### src/rtl/svd_pkg.sv
// ----------------------------------------------------------------------------
// svd_pkg
// Shared constants and control types for the version set difference unit.
// ----------------------------------------------------------------------------
package svd_pkg;

  localparam int STORE_DEPTH = 1024;
  localparam int GROUP_BITS  = 16;
  localparam int ADDR_W      = $clog2(STORE_DEPTH);
  localparam int CNT_W       = ADDR_W + 1;
  localparam int GRP_W       = 16;
  localparam int VER_W       = 63;
  localparam int TIME_W      = 32;
  localparam int KEY_W       = GROUP_BITS + VER_W;

  localparam logic FUNC_ADD   = 1'b0;
  localparam logic FUNC_CHECK = 1'b1;

  // controller -> datapath
  typedef struct packed {
    logic accept;     // idle, input item may be taken
    logic start;      // check item taken: clear flags, pass 0
    logic next_pass;  // switch to slice-outer pass
    logic clr_i;
    logic inc_i;
    logic latch;      // capture outer key, clear j
    logic inc_j;
    logic set_flag;   // flag the outer side of this pass
    logic report;     // load result, empty stores
  } svd_cmd_t;

  // datapath -> controller
  typedef struct packed {
    logic in_check;
    logic ocnt_zero;
    logic icnt_zero;
    logic flag_pass;
    logic match;
    logic i_last;
    logic j_last;
    logic out_free;
  } svd_sts_t;

endpackage

### src/rtl/svd_ctrl.sv
// ----------------------------------------------------------------------------
// svd_ctrl
// Sequencer for the check: two nested-scan passes, then report.
// ----------------------------------------------------------------------------
module svd_ctrl (
  input  logic              clk,
  input  logic              rst_n,
  input  svd_pkg::svd_sts_t sts,
  output svd_pkg::svd_cmd_t cmd
);
  import svd_pkg::*;

  localparam logic [2:0] ST_IDLE   = 3'd0;
  localparam logic [2:0] ST_PSTART = 3'd1;
  localparam logic [2:0] ST_OREAD  = 3'd2;
  localparam logic [2:0] ST_OLATCH = 3'd3;
  localparam logic [2:0] ST_IREAD  = 3'd4;
  localparam logic [2:0] ST_ICMP   = 3'd5;
  localparam logic [2:0] ST_REPORT = 3'd6;

  logic [2:0] state_r, state_nxt;
  logic       pass_r, pass_nxt;
  logic       end_pass;

  always_comb begin
    cmd       = '0;
    state_nxt = state_r;
    pass_nxt  = pass_r;
    end_pass  = 1'b0;
    unique case (state_r)
      ST_IDLE: begin
        cmd.accept = 1'b1;
        if (sts.in_check) begin
          cmd.start = 1'b1;
          pass_nxt  = 1'b0;
          state_nxt = ST_PSTART;
        end
      end
      ST_PSTART: begin
        if (sts.ocnt_zero || sts.flag_pass) begin
          end_pass = 1'b1;
        end else begin
          cmd.clr_i = 1'b1;
          state_nxt = ST_OREAD;
        end
      end
      ST_OREAD: state_nxt = ST_OLATCH;
      ST_OLATCH: begin
        cmd.latch = 1'b1;
        if (sts.icnt_zero) begin
          cmd.set_flag = 1'b1;
          end_pass     = 1'b1;
        end else begin
          state_nxt = ST_IREAD;
        end
      end
      ST_IREAD: state_nxt = ST_ICMP;
      ST_ICMP: begin
        if (sts.match) begin
          if (sts.i_last) begin
            end_pass = 1'b1;
          end else begin
            cmd.inc_i = 1'b1;
            state_nxt = ST_OREAD;
          end
        end else if (sts.j_last) begin
          cmd.set_flag = 1'b1;
          end_pass     = 1'b1;
        end else begin
          cmd.inc_j = 1'b1;
          state_nxt = ST_IREAD;
        end
      end
      ST_REPORT: begin
        if (sts.out_free) begin
          cmd.report = 1'b1;
          state_nxt  = ST_IDLE;
        end
      end
      default: state_nxt = ST_IDLE;
    endcase
    if (end_pass) begin
      if (!pass_r) begin
        cmd.next_pass = 1'b1;
        pass_nxt      = 1'b1;
        state_nxt     = ST_PSTART;
      end else begin
        state_nxt = ST_REPORT;
      end
    end
  end

  always_ff @(posedge clk) begin
    if (!rst_n) begin
      state_r <= ST_IDLE;
      pass_r  <= 1'b0;
    end else begin
      state_r <= state_nxt;
      pass_r  <= pass_nxt;
    end
  end

endmodule

### config.mk
export PLATFORM = sky130hd
export DESIGN_NAME = svd_ctrl
export DESIGN_NICKNAME = d
export VERILOG_FILES = /design/src/rtl/svd_pkg.sv /design/src/rtl/svd_ctrl.sv
export SDC_FILE = /design/constraint.sdc
export NUM_CORES = 1
export LEC_CHECK = 0
export ABC_AREA = 1
export BUFFER_PORTS_ARGS = -buffer_cell sky130_fd_sc_hd__buf_4
export CAP_MARGIN = 20
export CORE_AREA = 2 2 39 41
export CTS_BUF_LIST = sky130_fd_sc_hd__clkbuf_16
export DETAILED_ROUTE_END_ITERATION = 8
export DIE_AREA = 0 0 41 43
export PLACE_DENSITY = 0.53
export SETUP_SLACK_MARGIN = 0.02
export SYNTH_ARGS = -nofsm -noshare
export SYNTH_HDL_FRONTEND = slang
export SYNTH_SLANG_ARGS = --single-unit
### constraint.sdc
create_clock -name clk -period 1.2 [get_ports clk]
set_clock_uncertainty 0.1 [all_clocks]
set_input_delay 0.06 -clock clk [delete_from_list [all_inputs] [get_ports clk]]
set_output_delay 0.06 -clock clk [all_outputs]
set_load 0.005 [all_outputs]
==> impl_metrics.toml, run 1 <==
[worst_setup_path]
cp_slowest_cell = "dfxtp_4"
cp-end-kind = "output port"
worst_r2r_endpoint = "state_r[1]"
critPathMaxFanout = 5
rrSetupSlack_ns = -0.01
r2r_start = "state_r[1]"
path_class = "reg -> out"
max_stage_delay_ns = 0.35
crit_arrival_ns = 1.14
r2r_cells = 9
start_kind = "register"
cp.required_ns = 1.04
path_cells = "inv_2, nor2_4, nand2_2, nand3_2, nand2_2, inv_2, buf_6"

[hold_path]
min_from = "sts[7]"
min_path_cells = 5
hold_path.class = "in -> reg"
whs_endpoint = "state_r[0]"

[floorplanning]
num_rows = 14
die_x_microns = 41
ios = 19
dieArea_sq_um = 1760
die_h_microns = 43
fp.coreArea_sq_um = 1380
start_util_pct = 24.4

[power]
ir_drop_mv = 1.75
p_per_area_nw_per_um2 = 2340
p_leak_nw = 0.423
totalPowerFinal_mw = 1.85

[drt]
drt-initial-drc-count = 11
first_pass_iters = 4
ant_nets = 0
wl_per_cell_microns = 9.04
wl_microns = 1040
routed_via_density = 4.43
via_count = 509
route.detailed.drc = 0

[synthesis]
muxShareOfSynthArea_pct = 0
ys_warn_count = 0
synth_top_area_share_pct = 23.7
synth_top_family_by_area = "simple AND/OR/NAND/NOR gates"
synth_xor_area_share_pct = 0
synthAdderAreaFrac_pct = 0
synth_simple_gate_area_share_pct = 52.2
synth_compound_area_share_pct = 7.41
avgSynthCellArea_sq_um = 5.45
ys_top_cells_by_area = "dfxtp_1, nand2_1, inv_1, nand3_1, nand4_1"
syn_nets = 72
ys_seq_elements = 4
synth.distinct_cells = 13
synth.cell_area_sq_um = 338
ys_seq_area_share_pct = 23.7
synthCells = 62
yosys.area.top_type = "dfxtp_1"

[clock_tree]
clk_latency_ns = 0.22
htree_num_levels = 1
clkSinkCount = 4
cts_made_buffers = 3
clockBufferDepth = 2
clk_pin_slew_ns = 0.03
cts_root_buf = "clkbuf_16"
tritoncts = "done"

[run_status]
violations = "setup timing"
outcome = "finished, violations left"

[run]
maxCapViolations = 0

[layout]
fin_cells = 115
drive_above_1_share_pct = 62.6
n_antenna_cell = 0
finalInstanceArea_sq_um = 788
multi_input_area_sq_um = 274
layout.nets = 111
syn2layout_area_growth_pct = 133
regArea_sq_um = 91.3
fill_cells = 131

[grt]
antenna_found_initial = 0
grt_pass1_wl_microns = 1810
grt_pass1_vias = 477
grt_overflow_total = 0
grt_max_degree = 6
gr-usage-all-layers_pct = 15.2

[timing]
fmax_ghz = 0.769
setup_ws_ns = -0.101
rsz0062_at_grt = "true"
finalCriticalPeriod_ns = 1.30
hold_violations = 0
slew_violations = 0
fin_setup_tns_ns = -0.423
worst_pin_slew_ns = 0.231
setup-violations-final = 8
finalCritPeriodShare_pct = 108
slew_headroom_pct = 84.5

[place]
hpwl_microns = 742
port_buffers = 18
place_inst = 105
dpl-instance-area_sq_um = 561
gp_congestion = 0.816
area by class of cell:
| class | instances | share of cell area (%) |
|---|---|---|
| Sequential cell | 4 | 11.6 |
| Multi-Input combinational cell | 43 | 34.8 |
| Clock buffer | 3 | 9.52 |
| Tap cell | 16 | 2.54 |
| Inverter | 15 | 7.46 |
| Timing Repair Buffer | 34 | 34.1 |
worst max path at each step:
stage | endpoint | from | cells after the start | slack [ns]
after CTS | cmd[6] | state_r[1] | 8 | -0.11
after detailed placement | state_r[2] | state_r[1] | 9 | -0.04
after floorplan | state_r[1] | state_r[1] | 9 | 0.04
after global placement | state_r[2] | state_r[1] | 9 | -0.05
final | cmd[6] | state_r[2] | 7 | -0.10
after global routing | cmd[6] | state_r[1] | 8 | -0.18
synth_stat cells, drive strengths merged:
master / instances
nand3: 7
inv: 15
nor2: 5
nand4: 4
a21oi: 3
nor3: 4
dfxtp: 4
o21ai: 2
nand2: 18
stage by stage:
| stage | worst slack, ns | hold slack, ns | util [%] |
|---|---|---|---|
| 4_1_cts | -0.110 | 0.158 | 53.7 |
| 5_1_grt | -0.176 | 0.195 | 57.0 |
| 6_report | -0.101 | 0.154 | 57.0 |
| 3_5_place_dp | -0.0434 | 0.168 | 40.5 |
| 2_1_floorplan | 0.0432 | 0.0542 | - |
| 3_3_place_gp | -0.0450 | 0.167 | 40.5 |
cells in the final DEF, fill, tap and decap left out, types with 3 or more instances in the layout:
| cell type | instances |
|---|---|
| nand2_2 | 6 |
| buf_6 | 3 |
| buf_4 | 30 |
| nand2_1 | 12 |
| nor3_2 | 4 |
| nand3_1 | 4 |
| clkbuf_16 | 3 |
| inv_2 | 4 |
| nand4_1 | 4 |
| inv_1 | 10 |
| dfxtp_4 | 3 |
state kept, by name (all words and copies together), names as in the netlist:
register	count
pass_r	1
state_r	3
worst max-delay path: cells and delay by family, from the launching register on:
family / cells / cell delay (ns)
AND/OR/NAND/NOR: 4 / 0.30
buffers and inverters: 3 / 0.27
flip-flops: 1 / 0.35
routing by layer:
layer / GRT usage [%] / wire length, microns / part of all wire [%] / vias up
met5: 0 / 0 / 0 / -
li1: - / - / - / 272
met2: 22.8 / 558 / 54 / 12
met4: 10.0 / 23 / 2.2 / 0
met3: 3.14 / 45 / 4.3 / 2
met1: 18.6 / 413 / 40 / 223
power by group:
part	leakage [nW]	switching, mW	internal [mW]
logic	0.351	0.473	0.558
clock network	0.0370	0.0915	0.425
registers	0.0349	0.0819	0.216
repair_timing:
| item | 4_1_cts | 5_1_grt |
|---|---|---|
| setup buffers | 7 | 0 |
| gates resized for setup | 18 | 14 |
| pin swaps | 5 | 3 |
| endpoints found under the hold margin | 2 | 0 |
| endpoints found under the setup margin | 13 | 13 |
| hold buffers | 1 | 0 |
logic make-up after synthesis:
group,Yosys count
simple gates,38
buf+inv,15
compound gates,5
flops,4
Power figures use the tool's default switching activity.
==> inputs of run 2 (changes only) <==
--- a/config.mk
+++ b/config.mk
@@ -14,6 +14,7 @@
 export DIE_AREA = 0 0 41 43
 export PLACE_DENSITY = 0.53
 export SETUP_SLACK_MARGIN = 0.02
+export SKIP_CTS_REPAIR_TIMING = 1
 export SYNTH_ARGS = -nofsm -noshare
 export SYNTH_HDL_FRONTEND = slang
 export SYNTH_SLANG_ARGS = --single-unit
==> run 2 against run 1 <==
Compared with the run above:
- the run still ends with setup timing left
- flip-flop and latch count did not move
- fmax fell by 2.7%
- register-to-register slack got worse by 0.04 ns
- global-route usage fell by 2.2 points
- worst setup slack got worse by 0.036 ns
- sequential power rose by 3%
- die area did not move
- critical path depth did not move
- cell count fell by 0.87%
- utilization fell by 2.3 points
- sequential share of layout area rose by 0.48 points
- critical path type unchanged
- largest power group unchanged
==> impl_metrics.toml, run 2 (same netlist as run 1, synthesis figures left out) <==
[grt]
grt_pass1_wl_microns = 1520
gr-usage-all-layers_pct = 13.0
grt_max_degree = 6
grt_pass1_vias = 404
antenna_found_initial = 0
grt_overflow_total = 0

[worst_setup_path]
cp_num_buf_inv = 2
path_cells = "nand2_2, nor2_4, nand2_2, nand3_2, nand2_2, inv_2, buf_6"
max_stage_delay_ns = 0.38
cp_top_family = "simple AND/OR/NAND/NOR gates"
critPathMaxFanout = 5
crit_arrival_ns = 1.18
cp-end-kind = "output port"
r2r_cells = 8
start_kind = "register"
crit_top_cell = "nand2_2"
cp_num_cells = 7
cp_slowest_cell = "dfxtp_4"
path_class = "reg -> out"
cp.required_ns = 1.04

[floorplanning]
die_h_microns = 43
dieArea_sq_um = 1760
start_util_pct = 24.4
fp.coreArea_sq_um = 1380
ios = 19
die_x_microns = 41
num_rows = 14

[timing]
rsz0062_at_grt = "true"
slew_violations = 0
setup-violations-final = 10
slew_headroom_pct = 89.8
finalCriticalPeriod_ns = 1.34
hold_violations = 0
hold_slack_ns = 0.135
setup_ws_ns = -0.137
worst_pin_slew_ns = 0.152
fmax_ghz = 0.748
finalCritPeriodShare_pct = 111

[drt]
routed_via_density = 4.36
wl_microns = 1050
drt-initial-drc-count = 5
wl_per_cell_microns = 9.20
first_pass_iters = 4
route.detailed.drc = 0
via_count = 497
ant_nets = 0

[clock_tree]
cts_root_buf = "clkbuf_16"
htree_num_levels = 1
clockBufferDepth = 2
tritoncts = "done"
clkSinkCount = 4
clk_latency_ns = 0.22
clk_pin_slew_ns = 0.03
cts_made_buffers = 3

[layout]
fill_cells = 139
n_antenna_cell = 0
fin_cells = 114
largest_reg_flops = 3
fin_util_pct = 54.7
reg_top3 = "state_r x3, pass_r x1"
syn2layout_area_growth_pct = 124
mostFrequentLayoutCell = "buf_4"
top_register = "state_r"
layout_common_cells = "buf_4, nand2_1, inv_1"
layout.nets = 110
drive_above_1_share_pct = 58.2

[place]
gp_congestion = 0.816
hpwl_microns = 742
place_inst = 105
port_buffers = 18

[power]
ir_drop_mv = 1.85
p_leak_nw = 0.415
p_per_area_nw_per_um2 = 2370

[run_status]
violations = "setup timing"
outcome = "finished, violations left"

[hold_path]
hold_path.class = "in -> reg"
min_path_cells = 4

[run]
maxCapViolations = 0
==> run 2: metrics by stage <==
step	setup slack (ns)	total power, mW	setup TNS, ns	cell area [sq um]
floorplan	0.0432	0.606	0	338
global placement	-0.0450	1.00	-0.116	561
detailed placement	-0.0434	0.999	-0.0855	561
CTS	-0.251	1.52	-1.08	636
global route	-0.207	1.93	-1.46	757
finish	-0.137	1.79	-0.736	757
==> run 2: power breakdown <==
part / leakage (nW) / switching, mW / internal [mW]
Combinational: 0.343 / 0.443 / 0.527
Clock: 0.0370 / 0.0910 / 0.425
Sequential: 0.0349 / 0.0910 / 0.217
==> run 2: path summary, 6_finish.rpt <==
kind | startpoint | to | slack [ns]
worst max-delay path | state_r[0] | cmd[6] | -0.14
worst min-delay path | sts[7] | pass_r | 0.13
worst max register to register | state_r[0] | state_r[2] | -0.05
worst min register to register | pass_r | pass_r | 0.39
==> run 2: layout make-up <==
class	instances	area (sq um)	share of cell area (%)
clock buffers	3	75.1	9.92
multi-input cells	43	258	34.0
well taps	16	20.0	2.64
flip-flops and latches	4	91.3	12.1
repair buffers	33	254	33.6
inverters	15	58.8	7.77
==> run 2: worst register-to-register path, stage by stage (launching register included) <==
cell,delay (ns)
dfxtp_4,0.38
nand2_2,0.08
nor2_4,0.12
nand2_2,0.08
buf_4,0.13
nand4_1,0.08
nand3_1,0.08
nand2_1,0.06
inv_1,0.03
==> run 2: layer usage <==
layer | routed length [microns] | share of wire (%) | track usage, %
met3 | 45 | 4.3 | 3.14
met2 | 558 | 53 | 19.1
met4 | 23 | 2.2 | 10.0
met5 | 0 | 0 | 0
met1 | 421 | 40 | 15.4
==> inputs of run 3 (changes only) <==
--- a/config.mk
+++ b/config.mk
@@ -8,10 +8,10 @@
 export ABC_AREA = 1
 export BUFFER_PORTS_ARGS = -buffer_cell sky130_fd_sc_hd__buf_4
 export CAP_MARGIN = 20
-export CORE_AREA = 2 2 39 41
+export CORE_AREA = 4 4 41 43
 export CTS_BUF_LIST = sky130_fd_sc_hd__clkbuf_16
 export DETAILED_ROUTE_END_ITERATION = 8
-export DIE_AREA = 0 0 41 43
+export DIE_AREA = 0 0 45 47
 export PLACE_DENSITY = 0.53
 export SETUP_SLACK_MARGIN = 0.02
 export SKIP_CTS_REPAIR_TIMING = 1
==> run 3 against run 2 <==
Compared with the run above:
- the flow still finishes with violations (setup timing)
- via count up 3.0%
- sequential share of layout area down 0.62 points
- non-clock buffer count up 2
- sequential power up 6%
- cell count up 0.88%
- hold slack worse by 0.023 ns
- register-to-register slack worse by 0.03 ns
- first-iteration DRC count rose to 2.8 times the previous value
- final area up 5.5%
- critical path type unchanged
- critical endpoint unchanged
==> impl_metrics.toml, run 3 (same netlist as run 1, synthesis figures left out) <==
[floorplanning]
num_rows = 13
start_util_pct = 26.0
dieArea_sq_um = 2120
fp.coreArea_sq_um = 1300
die_h_microns = 47
ios = 19
die_x_microns = 45

[run_status]
outcome = "finished, violations left"
violations = "setup timing"

[layout]
layout.nets = 112
syn2layout_area_growth_pct = 136
mostFrequentLayoutCell = "buf_4"
reg_top3 = "state_r x3, pass_r x1"
fill_cells = 121
layout_common_cells = "buf_4, nand2_1, inv_1"
drive_above_1_share_pct = 62.0
fin_cells = 115
n_antenna_cell = 0
top_register = "state_r"
largest_reg_flops = 3

[clock_tree]
clockBufferDepth = 2
clkSinkCount = 4
clk_pin_slew_ns = 0.03
cts_root_buf = "clkbuf_16"
htree_num_levels = 1
cts_made_buffers = 3
clk_latency_ns = 0.22
tritoncts = "done"

[worst_setup_path]
crit_start = "state_r[0]"
cp.required_ns = 1.04
path_cells = "nand2_4, nor2_4, nand2_2, nand3_2, nand2_2, inv_2, buf_6"
critPathMaxFanout = 6
cp-end-kind = "output port"
r2r_start = "state_r[0]"
max_stage_delay_ns = 0.40
crit_arrival_ns = 1.21
cp_slowest_cell = "dfxtp_4"
crit_top_cell = "nand2_2"
start_kind = "register"
path_class = "reg -> out"

[place]
place_inst = 105
port_buffers = 18
hpwl_microns = 826
gp_congestion = 0.742
post-place-ws_ns = -0.0600

[grt]
grt_max_degree = 7
gr-usage-all-layers_pct = 11.4
antenna_found_initial = 0
grt_pass1_vias = 436
grt_pass1_wl_microns = 1680
grt_overflow_total = 0

[timing]
finalCriticalPeriod_ns = 1.37
slew_violations = 0
hold_slack_ns = 0.112
setup-violations-final = 11
hold_violations = 0
rsz0062_at_grt = "true"
fmax_ghz = 0.731
setup_ws_ns = -0.168
slew_headroom_pct = 90.0
finalCritPeriodShare_pct = 114
worst_pin_slew_ns = 0.148

[hold_path]
hold_path.class = "in -> reg"
min_from = "sts[7]"

[drt]
ant_nets = 0
wl_met1_microns = 452
met2_length_microns = 647
drt-initial-drc-count = 14
wl_per_cell_microns = 10.2
wl_microns = 1170
first_pass_iters = 4
highest_layer = "met4"
route.detailed.drc = 0
wl_met3_microns = 52
routed_via_density = 4.45
via_count = 512

[run]
maxCapViolations = 0

[power]
ir_drop_mv = 2.15
totalPowerFinal_mw = 1.99
p_leak_nw = 0.433
p_per_area_nw_per_um2 = 2490
-- run 3: cell count changes in the layout (fill, tap and decap cells not counted), sizes merged --
cell | before | now
buf | 32 | 34
-- run 3: final cells by class --
cell class | count | area (sq um) | share of cell area (%)
multi-input cells | 43 | 279 | 35.0
inverters | 15 | 61.3 | 7.68
repair buffers | 35 | 273 | 34.2
clock buffers | 3 | 75.1 | 9.40
well taps | 15 | 18.8 | 2.35
flip-flops and latches | 4 | 91.3 | 11.4
-- run 3: routing by layer --
| layer | vias up | track usage, % |
|---|---|---|
| li1 | 275 | - |
| met1 | 225 | 12.5 |
| met2 | 10 | 16.9 |
| met3 | 2 | 2.30 |
| met4 | 0 | 13.5 |
| met5 | - | 0 |
-- run 3: power breakdown --
part           internal [mW]  switching (mW)  total (mW)
clock network          0.425          0.0834       0.508
logic                  0.636           0.515        1.15
registers              0.217           0.109       0.326
-- run 3: path summary, 6_finish.rpt --
kind	depth (start not counted)	slack, ns	end
setup / recovery	7	-0.17	cmd[6]
hold / removal	4	0.11	pass_r
setup reg to reg	8	-0.08	state_r[1]
hold reg to reg	2	0.38	pass_r
-- run 3: critical path: cells and delay by family (launching register included) --
family        cells  cell delay [ns]
flops             1             0.40
simple gates      5             0.45
buf+inv           2             0.13
-- run 3: metrics by stage --
step,instance area [sq um],util [%],setup TNS (ns)
finish,798,61.3,-1.04
global route,798,61.3,-1.83
CTS,642,49.3,-1.68
detailed placement,567,43.6,-0.247
global placement,567,43.6,-0.379
floorplan,338,-,0
